<file path="config.mk">
export PLATFORM = sky130hd
export DESIGN_NAME = nmea_gga_position_parser
export DESIGN_NICKNAME = d
export VERILOG_FILES = /design/src/sv/ngp_pkg.sv /design/src/sv/ngp_parse.sv /design/src/sv/ngp_conv.sv /design/src/sv/nmea_gga_position_parser.sv
export SDC_FILE = /design/constraint.sdc
export NUM_CORES = 2
export LEC_CHECK = 0
export ABC_AREA = 1
export BUFFER_PORTS_ARGS = -buffer_cell sky130_fd_sc_hd__buf_2
export CORE_MARGIN = 2
export CORE_UTILIZATION = 57
export DETAILED_ROUTE_END_ITERATION = 8
export GPL_ROUTABILITY_DRIVEN = 0
export HOLD_SLACK_MARGIN = 0.15
export PLACE_DENSITY = 0.74
export SYNTH_ARGS = -nofsm -noshare
export SYNTH_HDL_FRONTEND = slang
export SYNTH_SLANG_ARGS = --single-unit
</file>
<file path="constraint.sdc">
create_clock -name clk_i -period 6.5 [get_ports clk_i]
set_input_delay 1.95 -clock clk_i [delete_from_list [all_inputs] [get_ports clk_i]]
set_output_delay 1.95 -clock clk_i [all_outputs]
set_load 0.02 [all_outputs]
</file>
<file path="src/sv/ngp_pkg.sv">
// Package for the NMEA GGA position parser: character codes, field widths,
// conversion constants and the event types passed from the parser to the converter.
// No dependencies.
package ngp_pkg;

  // Character codes.
  localparam logic [7:0] CHAR_SPACE = 8'h20;
  localparam logic [7:0] CHAR_NL    = 8'h0A;
  localparam logic [7:0] CHAR_POINT = 8'h2E;
  localparam logic [7:0] CHAR_ZERO  = 8'h30;
  localparam logic [7:0] CHAR_NINE  = 8'h39;
  localparam logic [7:0] SEP_RESET  = 8'd44;

  // Widths of the stored field parts.
  localparam int unsigned DEG_W  = 11;  // degrees, at most 1310
  localparam int unsigned MINS_W = 7;   // integer minutes, at most 99
  localparam int unsigned FRAC_W = 24;  // scaled fraction, below 10**7
  localparam int unsigned CNT_W  = 3;   // fraction digits kept, up to 7
  localparam int unsigned X_W    = 30;  // minutes times 1e7, below 1e9
  localparam int unsigned Q_W    = 24;  // minutes times 1e7 over 60
  localparam int unsigned SUM_W  = 35;  // degrees times 1e7 plus the above

  // Integer digit accumulator saturates at 131071 = 1310 * 100 + 71.
  localparam logic [13:0] DEG_SAT = 14'd1310;
  localparam logic [6:0]  LO_SAT  = 7'd71;

  localparam logic [29:0] LAT_MAX = 30'd900000000;
  localparam logic [30:0] LON_MAX = 31'd1800000000;
  localparam logic [23:0] E7      = 24'd10000000;

  // ceil(2**32 / 15); exact quotient for dividends below 2**28.
  localparam logic [31:0] RECIP15 = 32'h1111_1112;

  // Header text on line positions 1 to 5.
  function automatic logic [7:0] hdr_char(input logic [2:0] pos);
    logic [7:0] ch;
    case (pos)
      3'd1:    ch = 8'h47;  // G
      3'd2:    ch = 8'h50;  // P
      3'd3:    ch = 8'h47;  // G
      3'd4:    ch = 8'h47;  // G
      3'd5:    ch = 8'h41;  // A
      default: ch = 8'h00;
    endcase
    return ch;
  endfunction

  function automatic logic [23:0] pow10(input logic [2:0] k);
    logic [23:0] p;
    case (k)
      3'd0:    p = 24'd1;
      3'd1:    p = 24'd10;
      3'd2:    p = 24'd100;
      3'd3:    p = 24'd1000;
      3'd4:    p = 24'd10000;
      3'd5:    p = 24'd100000;
      3'd6:    p = 24'd1000000;
      default: p = 24'd10000000;
    endcase
    return p;
  endfunction

  typedef struct packed {
    logic fin_lat;  // the latitude field is finished by this event
    logic fin_lon;  // the longitude field is finished by this event
    logic ok;       // the finished field is well formed
    logic eol;      // end of line: held values are cleared afterwards
    logic emit;     // end of a matching line: a result goes out
  } ctl_t;

  typedef struct packed {
    ctl_t                    ctl;
    logic [DEG_W-1:0]        deg;
    logic [MINS_W-1:0]       mins;
    logic [FRAC_W-1:0]       frac;
  } evt_t;

endpackage

</file>
<file path="src/sv/ngp_parse.sv">
// Character parser of the NMEA GGA position parser: line, header and field
// tracking plus digit accumulation, one byte per cycle unless stalled.
// Emits field and end-of-line events. Depends on ngp_pkg.
module ngp_parse #(
  parameter int unsigned MAX_FRACTION_DIGITS = 5
) (
  input  logic         clk_i,
  input  logic         rst_ni,
  input  logic         in_valid_i,
  output logic         in_stall_o,
  input  logic [7:0]   rx_byte_i,
  input  logic [7:0]   sep_i,
  output logic         ev_valid_o,
  output ngp_pkg::evt_t ev_o,
  input  logic         ev_ready_i
);
  import ngp_pkg::*;

  localparam logic [CNT_W:0]   FD_NUM  = (CNT_W+1)'(MAX_FRACTION_DIGITS);
  localparam logic [CNT_W-1:0] FD_LAST = CNT_W'(MAX_FRACTION_DIGITS - 1);

  logic [6:0]        pos_q, pos_d;
  logic              hdr_ok_q, hdr_ok_d;
  logic [3:0]        fld_q, fld_d;
  logic [DEG_W-1:0]  hi_q, hi_d;
  logic [3:0]        tens_q, tens_d;
  logic [3:0]        units_q, units_d;
  logic [FRAC_W-1:0] frac_q, frac_d;
  logic [CNT_W-1:0]  cnt_q, cnt_d;
  logic              pt_q, pt_d;
  logic              dig_q, dig_d;
  logic              bad_q, bad_d;
  logic              ev_valid_q, ev_valid_d;
  evt_t              ev_q, ev_d;

  logic        accept;
  logic        is_space, is_nl, is_point, is_digit, is_sep;
  logic        in_hdr, in_body, emit;
  logic [3:0]  dgt;
  logic [13:0] hi_ext;
  logic [6:0]  lo_ext;
  logic        int_sat;
  logic        fld_ok, fld_lat, fld_lon;
  logic [FRAC_W-1:0] frac_add;

  assign in_stall_o = ev_valid_q && !ev_ready_i;
  assign accept     = in_valid_i && !in_stall_o;

  assign is_space = rx_byte_i == CHAR_SPACE;
  assign is_nl    = rx_byte_i == CHAR_NL;
  assign is_sep   = rx_byte_i == sep_i;
  assign is_point = rx_byte_i == CHAR_POINT;
  assign is_digit = (rx_byte_i >= CHAR_ZERO) && (rx_byte_i <= CHAR_NINE);
  assign dgt      = rx_byte_i[3:0];

  assign in_hdr  = (pos_q >= 7'd1) && (pos_q <= 7'd5);
  assign in_body = pos_q >= 7'd7;
  assign emit    = hdr_ok_q && (pos_q >= 7'd6);

  // Integer digits are kept as degrees plus the last two decimal digits, which
  // makes the split at the point free.
  assign hi_ext  = 14'(hi_q) * 14'd10 + 14'(tens_q);
  assign lo_ext  = 7'(units_q) * 7'd10 + 7'(dgt);
  assign int_sat = (hi_ext > DEG_SAT) || ((hi_ext == DEG_SAT) && (lo_ext > LO_SAT));

  // Fraction digits are weighted on arrival so no padding is needed later.
  assign frac_add = FRAC_W'(dgt) * pow10(FD_LAST - cnt_q);

  assign fld_ok  = dig_q && pt_q && !bad_q;
  assign fld_lat = fld_q == 4'd1;
  assign fld_lon = fld_q == 4'd3;

  always_comb begin
    pos_d    = pos_q;
    hdr_ok_d = hdr_ok_q;
    fld_d    = fld_q;
    hi_d     = hi_q;
    tens_d   = tens_q;
    units_d  = units_q;
    frac_d   = frac_q;
    cnt_d    = cnt_q;
    pt_d     = pt_q;
    dig_d    = dig_q;
    bad_d    = bad_q;

    ev_d.ctl.fin_lat = emit && in_body && fld_lat;
    ev_d.ctl.fin_lon = emit && in_body && fld_lon;
    ev_d.ctl.ok      = fld_ok;
    ev_d.ctl.eol     = is_nl;
    ev_d.ctl.emit    = emit;
    ev_d.deg         = hi_q;
    ev_d.mins        = MINS_W'(tens_q) * MINS_W'(10) + MINS_W'(units_q);
    ev_d.frac        = frac_q;
    ev_valid_d       = ev_valid_q && !ev_ready_i;

    if (accept && !is_space) begin
      if (is_nl) begin
        ev_valid_d = 1'b1;
        pos_d      = '0;
        hdr_ok_d   = 1'b1;
        fld_d      = '0;
        hi_d       = '0;
        tens_d     = '0;
        units_d    = '0;
        frac_d     = '0;
        cnt_d      = '0;
        pt_d       = 1'b0;
        dig_d      = 1'b0;
        bad_d      = 1'b0;
      end else begin
        if (in_hdr && (rx_byte_i != hdr_char(pos_q[2:0]))) begin
          hdr_ok_d = 1'b0;
        end
        if (in_body) begin
          if (is_sep) begin
            ev_d.ctl.fin_lat = fld_lat;
            ev_d.ctl.fin_lon = fld_lon;
            ev_d.ctl.eol     = 1'b0;
            ev_d.ctl.emit    = 1'b0;
            if (fld_lat || fld_lon) begin
              ev_valid_d = 1'b1;
            end
            if (fld_q != 4'd15) begin
              fld_d = fld_q + 4'd1;
            end
            hi_d    = '0;
            tens_d  = '0;
            units_d = '0;
            frac_d  = '0;
            cnt_d   = '0;
            pt_d    = 1'b0;
            dig_d   = 1'b0;
            bad_d   = 1'b0;
          end else if (is_point) begin
            bad_d = bad_q || pt_q;
            pt_d  = 1'b1;
          end else if (is_digit) begin
            dig_d = 1'b1;
            if (!pt_q) begin
              if (int_sat) begin
                hi_d    = DEG_W'(DEG_SAT);
                tens_d  = 4'd7;
                units_d = 4'd1;
              end else begin
                hi_d    = hi_ext[DEG_W-1:0];
                tens_d  = units_q;
                units_d = dgt;
              end
            end else if ({1'b0, cnt_q} < FD_NUM) begin
              frac_d = frac_q + frac_add;
              cnt_d  = cnt_q + CNT_W'(1);
            end
          end else begin
            bad_d = 1'b1;
          end
        end
        if (pos_q != 7'd127) begin
          pos_d = pos_q + 7'd1;
        end
      end
    end
  end

  always_ff @(posedge clk_i or negedge rst_ni) begin
    if (!rst_ni) begin
      pos_q      <= '0;
      hdr_ok_q   <= 1'b1;
      fld_q      <= '0;
      hi_q       <= '0;
      tens_q     <= '0;
      units_q    <= '0;
      frac_q     <= '0;
      cnt_q      <= '0;
      pt_q       <= 1'b0;
      dig_q      <= 1'b0;
      bad_q      <= 1'b0;
      ev_valid_q <= 1'b0;
    end else begin
      pos_q      <= pos_d;
      hdr_ok_q   <= hdr_ok_d;
      fld_q      <= fld_d;
      hi_q       <= hi_d;
      tens_q     <= tens_d;
      units_q    <= units_d;
      frac_q     <= frac_d;
      cnt_q      <= cnt_d;
      pt_q       <= pt_d;
      dig_q      <= dig_d;
      bad_q      <= bad_d;
      ev_valid_q <= ev_valid_d;
    end
  end

  always_ff @(posedge clk_i) begin
    if (accept && !is_space) begin
      ev_q <= ev_d;
    end
  end

  assign ev_valid_o = ev_valid_q;
  assign ev_o       = ev_q;

endmodule

</file>
<file path="src/sv/ngp_conv.sv">
// Converter of the NMEA GGA position parser: turns field events into 1e-7 degree
// values in a short pipeline, holds them per line and drives the result register.
// Depends on ngp_pkg.
module ngp_conv #(
  parameter int unsigned MAX_FRACTION_DIGITS = 5
) (
  input  logic          clk_i,
  input  logic          rst_ni,
  input  logic          ev_valid_i,
  input  ngp_pkg::evt_t ev_i,
  output logic          ev_ready_o,
  output logic          out_valid_o,
  input  logic          out_stall_i,
  output logic [29:0]   lat_e7_o,
  output logic [30:0]   lon_e7_o,
  output logic          lat_ok_o,
  output logic          lon_ok_o
);
  import ngp_pkg::*;

  localparam logic [X_W-1:0] FRAC_SCALE = X_W'(10 ** (7 - MAX_FRACTION_DIGITS));

  // Stage 1: minutes scaled by 1e7.
  logic              c1_valid_q;
  ctl_t              c1_ctl_q;
  logic [DEG_W-1:0]  c1_deg_q;
  logic [X_W-1:0]    c1_x_q;
  // Stage 2: quotient by 60 and degrees scaled by 1e7.
  logic              c2_valid_q;
  ctl_t              c2_ctl_q;
  logic [Q_W-1:0]    c2_quot_q;
  logic [SUM_W-1:0]  c2_deg_q;
  // Held values of the current line.
  logic [29:0]       lat_q, lat_d;
  logic [30:0]       lon_q, lon_d;
  logic              lat_v_q, lat_v_d;
  logic              lon_v_q, lon_v_d;
  // Result register.
  logic              out_valid_q, out_valid_d;
  logic [29:0]       out_lat_q;
  logic [30:0]       out_lon_q;
  logic              out_lat_ok_q, out_lon_ok_q;

  logic              out_free, fin_ready, fin_take, c2_load, c1_load;
  logic [X_W-1:0]    x_d;
  logic [63:0]       prod;
  logic [SUM_W-1:0]  sum;
  logic [29:0]       lat_sat, lat_cur;
  logic [30:0]       lon_sat, lon_cur;
  logic              lat_v_cur, lon_v_cur;

  assign out_free   = !out_valid_q || !out_stall_i;
  assign fin_ready  = !c2_ctl_q.emit || out_free;
  assign fin_take   = c2_valid_q && fin_ready;
  assign c2_load    = !c2_valid_q || fin_ready;
  assign c1_load    = !c1_valid_q || c2_load;
  assign ev_ready_o = c1_load;

  assign x_d  = X_W'(ev_i.mins) * X_W'(E7) + X_W'(ev_i.frac) * FRAC_SCALE;
  // Divide by 60 as a shift by two and a reciprocal multiply for 15.
  assign prod = 64'(c1_x_q[X_W-1:2]) * 64'(RECIP15);
  assign sum  = c2_deg_q + SUM_W'(c2_quot_q);

  assign lat_sat = (sum > SUM_W'(LAT_MAX)) ? LAT_MAX : sum[29:0];
  assign lon_sat = (sum > SUM_W'(LON_MAX)) ? LON_MAX : sum[30:0];

  always_comb begin
    lat_cur   = lat_q;
    lon_cur   = lon_q;
    lat_v_cur = lat_v_q;
    lon_v_cur = lon_v_q;
    if (c2_ctl_q.fin_lat) begin
      lat_cur   = c2_ctl_q.ok ? lat_sat : '0;
      lat_v_cur = c2_ctl_q.ok;
    end
    if (c2_ctl_q.fin_lon) begin
      lon_cur   = c2_ctl_q.ok ? lon_sat : '0;
      lon_v_cur = c2_ctl_q.ok;
    end

    lat_d       = lat_q;
    lon_d       = lon_q;
    lat_v_d     = lat_v_q;
    lon_v_d     = lon_v_q;
    out_valid_d = out_valid_q && out_stall_i;
    if (fin_take) begin
      if (c2_ctl_q.eol) begin
        lat_d       = '0;
        lon_d       = '0;
        lat_v_d     = 1'b0;
        lon_v_d     = 1'b0;
        out_valid_d = c2_ctl_q.emit || out_valid_d;
      end else begin
        lat_d   = lat_cur;
        lon_d   = lon_cur;
        lat_v_d = lat_v_cur;
        lon_v_d = lon_v_cur;
      end
    end
  end

  always_ff @(posedge clk_i or negedge rst_ni) begin
    if (!rst_ni) begin
      c1_valid_q  <= 1'b0;
      c2_valid_q  <= 1'b0;
      out_valid_q <= 1'b0;
      lat_q       <= '0;
      lon_q       <= '0;
      lat_v_q     <= 1'b0;
      lon_v_q     <= 1'b0;
    end else begin
      if (c1_load) begin
        c1_valid_q <= ev_valid_i;
      end
      if (c2_load) begin
        c2_valid_q <= c1_valid_q;
      end
      out_valid_q <= out_valid_d;
      lat_q       <= lat_d;
      lon_q       <= lon_d;
      lat_v_q     <= lat_v_d;
      lon_v_q     <= lon_v_d;
    end
  end

  always_ff @(posedge clk_i) begin
    if (c1_load && ev_valid_i) begin
      c1_ctl_q <= ev_i.ctl;
      c1_deg_q <= ev_i.deg;
      c1_x_q   <= x_d;
    end
    if (c2_load && c1_valid_q) begin
      c2_ctl_q  <= c1_ctl_q;
      c2_quot_q <= prod[32+Q_W-1:32];
      c2_deg_q  <= SUM_W'(c1_deg_q) * SUM_W'(E7);
    end
    if (fin_take && c2_ctl_q.emit) begin
      out_lat_q    <= lat_cur;
      out_lon_q    <= lon_cur;
      out_lat_ok_q <= lat_v_cur;
      out_lon_ok_q <= lon_v_cur;
    end
  end

  assign out_valid_o = out_valid_q;
  assign lat_e7_o    = out_lat_q;
  assign lon_e7_o    = out_lon_q;
  assign lat_ok_o    = out_lat_ok_q;
  assign lon_ok_o    = out_lon_ok_q;

endmodule

</file>
<file path="src/sv/nmea_gga_position_parser.sv">
// Top level of the NMEA GGA position parser: separator register, character
// parser and conversion pipeline. Depends on ngp_pkg, ngp_parse and ngp_conv.
//
// Usage:
//   The receive channel (in_valid_i, in_stall_o, rx_byte_i) takes one ASCII
//   character per transfer, up to one transfer every clock cycle. Spaces are
//   dropped. A newline ends a sentence; when the line read GPGGA on
//   characters 1 to 5, one result transfer follows on the result channel
//   (out_valid_o, out_stall_i, lat_e7_o, lon_e7_o, lat_ok_o, lon_ok_o).
//   Latitude is field 1 (ddmm.mmmmm) and longitude field 3 (dddmm.mmmmm),
//   converted to degrees in units of 1e-7 and saturated; a malformed or
//   missing field gives a zero value with its flag low.
//   A result passes the parser's event register and both conversion stages
//   to out_valid_o. Throughput is one character per cycle unless stalled,
//   set by the parser's per-byte state update; the conversion runs behind
//   it in a two-stage pipeline with constant multipliers in each stage.
//   While the receiver stalls a result, the block keeps taking characters
//   until its pipeline stages are full, then raises in_stall_o.
//   The configuration channel (cfg_valid_i, cfg_ready_o,
//   cfg_field_separator_i) writes the field separator byte and is always
//   ready. Reset sets the separator to a comma and empties all line state;
//   no clearing pass is needed.
module nmea_gga_position_parser #(
  parameter int unsigned MAX_FRACTION_DIGITS = 5
) (
  input  logic        clk_i,
  input  logic        rst_ni,
  input  logic        in_valid_i,
  output logic        in_stall_o,
  input  logic [7:0]  rx_byte_i,
  output logic        out_valid_o,
  input  logic        out_stall_i,
  output logic [29:0] lat_e7_o,
  output logic [30:0] lon_e7_o,
  output logic        lat_ok_o,
  output logic        lon_ok_o,
  input  logic        cfg_valid_i,
  output logic        cfg_ready_o,
  input  logic [7:0]  cfg_field_separator_i
);
  import ngp_pkg::*;

  logic [7:0] sep_q;
  logic       ev_valid;
  logic       ev_ready;
  evt_t       ev;

  // The separator register takes every write and has no datapath interlock.
  // The user must make configuration changes only while idle; it is not enforced.
  assign cfg_ready_o = 1'b1;

  always_ff @(posedge clk_i or negedge rst_ni) begin
    if (!rst_ni) begin
      sep_q <= SEP_RESET;
    end else if (cfg_valid_i && cfg_ready_o) begin
      sep_q <= cfg_field_separator_i;
    end
  end

  // The parser tracks position, header and fields and sends one event when
  // field 1 or field 3 ends and one at every newline.
  ngp_parse #(
    .MAX_FRACTION_DIGITS(MAX_FRACTION_DIGITS)
  ) u_parse (
    .clk_i      (clk_i),
    .rst_ni     (rst_ni),
    .in_valid_i (in_valid_i),
    .in_stall_o (in_stall_o),
    .rx_byte_i  (rx_byte_i),
    .sep_i      (sep_q),
    .ev_valid_o (ev_valid),
    .ev_o       (ev),
    .ev_ready_i (ev_ready)
  );

  // The converter scales each finished field, holds the values of the line
  // and presents them at the end of a matching line.
  ngp_conv #(
    .MAX_FRACTION_DIGITS(MAX_FRACTION_DIGITS)
  ) u_conv (
    .clk_i       (clk_i),
    .rst_ni      (rst_ni),
    .ev_valid_i  (ev_valid),
    .ev_i        (ev),
    .ev_ready_o  (ev_ready),
    .out_valid_o (out_valid_o),
    .out_stall_i (out_stall_i),
    .lat_e7_o    (lat_e7_o),
    .lon_e7_o    (lon_e7_o),
    .lat_ok_o    (lat_ok_o),
    .lon_ok_o    (lon_ok_o)
  );

endmodule

</file>
==> impl_metrics.ini <==
[synth]
synth_seq_cells = 347
ys_warn_count = 0
async_reset_ff_frac = 0.392
yosysSeqAreaShare = 0.271
syn-instance-count = 4295
ys.flop_type = edfxtp_1
syn_avg_cell_area_um2 = 8.38
synth_cell_type_count = 61
synth-edff-count = 211
syn_nets = 5125
synth_area_mm2 = 0.0360

[clock_network]
cts-root-buf = clkbuf_16
cts_buffer_depth = 3
clock_sinks = 347
clkLatencyLatePin_ns = 0.57
cts_hold_buf = 0
htreeDepth = 2
cts_buffers = 41
cts.reportedPaths.clkPinSlew_ns = 0.07
cts_tree = yes

[timing]
fmax_ghz = 0.167
drv_slew = 0
period_needed_ns = 6.00
setup_violations = 0
tns_ns = 0
skew_ns = 0.0309
whs_ns = 0.404
max-slew-margin-rel = 0.289
period_share = 0.923
tightest_slew_ns = 1.07
hold_violations = 0
rsz0062_at_grt = false

[cells_and_area]
final_cells = 5267
post-route-util = 0.616
nets = 5219
syn2layout_area_growth_pct = 7.41
layout_common_cells = 931 x nand2_1, 920 x inv_1, 560 x ha_1
layout-drive-gt1-share = 0.0602
antenna_cells = 0
layout_commonest_cell = nand2_1

[worst_setup_path]
worstPathArrival_ns = 6.30
cp_common_cell = o21ai_0
worst_setup_path_start_kind = flip-flop
startpoint = u_parse.ev_o[25]
crit_fanout = 7
crit_path_top_delay_cell = edfxtp_1
critical_path_required_ns = 6.80
endpoint_kind = flip-flop
critPathKind = reg2reg
cp_slowest_stage_delay_ns = 0.61
rr_startpoint = u_parse.ev_o[25]

[floorplanning]
die-area_mm2 = 0.0652
dieHeight_um = 255
start_util = 0.574
num_io_pins = 87
num_rows = 92
die_width_um = 255
core_area_mm2 = 0.0627

[outcome]
status = finished, final reports clean

[place]
place.detailed.hpwl_um = 65200
port_buffers = 85
dpl.cell_count = 5189

[routing]
num_vias = 27600
wl_per_cell_um = 14.9
dr.pass1.iters = 5
via_per_inst = 5.23
drc = 0
wl_um = 78700
postRouteAntennaNets = 0
drt_iter0_markers = 1668

[hold_path]
min-delay-start = u_parse.ev_o[31]
hp-class = reg2reg

[grt]
track_usage = 0.247
met3_usage = 0.0320
grt_overflow = 0
grt_antenna_before_repair = 1
grt_pass1_vias = 27900
grt_util_met1 = 0.311
met2_usage = 0.431
grt_max_degree = 84
top_usage_layer = met2
grt_pass1_wl_um = 133000

[job]
maxCapViolations = 0
[cell families (layout without fill, tap and decap cells)]
family	after synthesis	in the layout	synth area share
AOI/OAI and AO/OA	502	502	0.0779
buffers and inverters	989	1115	0.105
other	1	1	0.000104
DFF	347	347	0.271
and+or+nand+nor	1492	1492	0.175
xor gates and xnor gates	152	152	0.0374
muxes	3	3	0.000904
adders and majority gates	809	809	0.333
[per-stage QoR]
stage                     setup slack [ns]  area, um2
after floorplan                      0.615      36000
after global placement               0.342      37400
after detailed placement             0.249      37400
after CTS                            0.376      38600
after global routing                0.0141      38700
final                                0.501      38700
[state kept, by name, indices dropped and copies added (netlist names), 24 cells and up]
register / cells
u_conv.c2_deg_q: 28
u_parse.ev_o: 47
u_conv.lat_q: 30
u_conv.c1_x_q: 28
u_conv.lat_e7_o: 30
u_conv.c2_quot_q: 24
u_parse.frac_q: 24
u_conv.lon_q: 31
u_conv.lon_e7_o: 31
[Yosys cell counts, types with 32 or more instances]
library cell  instances  area share
nand2_1             931       0.097
inv_1               922       0.096
ha_1                560        0.19
nor2_1              256       0.027
fa_1                249        0.14
a21oi_1             223       0.031
edfxtp_1            211        0.18
o21ai_0             138       0.019
nand3_1             134       0.019
dfrtp_1             132       0.092
xor2_1               91       0.022
xnor2_1              60       0.015
nand4_1              32      0.0056
[repair_timing]
item / CTS / global route
setup endpoints to repair: 0 / 1
hold endpoints to repair: 0 / 0
resized for setup: 0 / 2
setup buffers: 0 / 3
[worst max-delay path: cells and delay by family (launching register included)]
family                     cells  cell delay [ns]
adders and majority gates      6             2.19
AOI/OAI and AO/OA              9             1.89
DFF                            1             0.61
xor gates and xnor gates       2             0.44
and+or+nand+nor                5             0.44
buffers and inverters          3             0.15
[final timing paths]
path / slack (ns) / depth (start not counted) / end
setup reg to reg: 0.50 / 25 / u_conv.c1_x_q[28]
setup / recovery: 0.50 / 25 / u_conv.c1_x_q[28]
max in group asynchronous: 4.25 / 2 / sep_q[5]
hold / removal: 0.40 / 0 / u_conv.c1_deg_q[0]
hold reg to reg: 0.40 / 0 / u_conv.c1_deg_q[0]
min in group asynchronous: 1.33 / 1 / u_conv.lat_q[26]
[per-layer routing]
metal,wire length (um),vias up,part of all wire
met1,34000,12800,0.43
met5,11,-,0.00014
li1,-,13900,-
met3,3590,193,0.046
met2,38000,659,0.48
met4,3080,2,0.039
[cell type report]
class | count | area (um2)
flip-flops and latches | 347 | 9740
well taps | 846 | 1060
inverters | 939 | 3520
multi-input cells | 2959 | 22500
repair buffers | 101 | 564
clock buffers | 52 | 1090
fillers | 5402 | 24100
clock inverters | 23 | 188
Power is not shown: default switching activity piles up to over one toggle a cycle in this logic, so the estimate is an artifact.
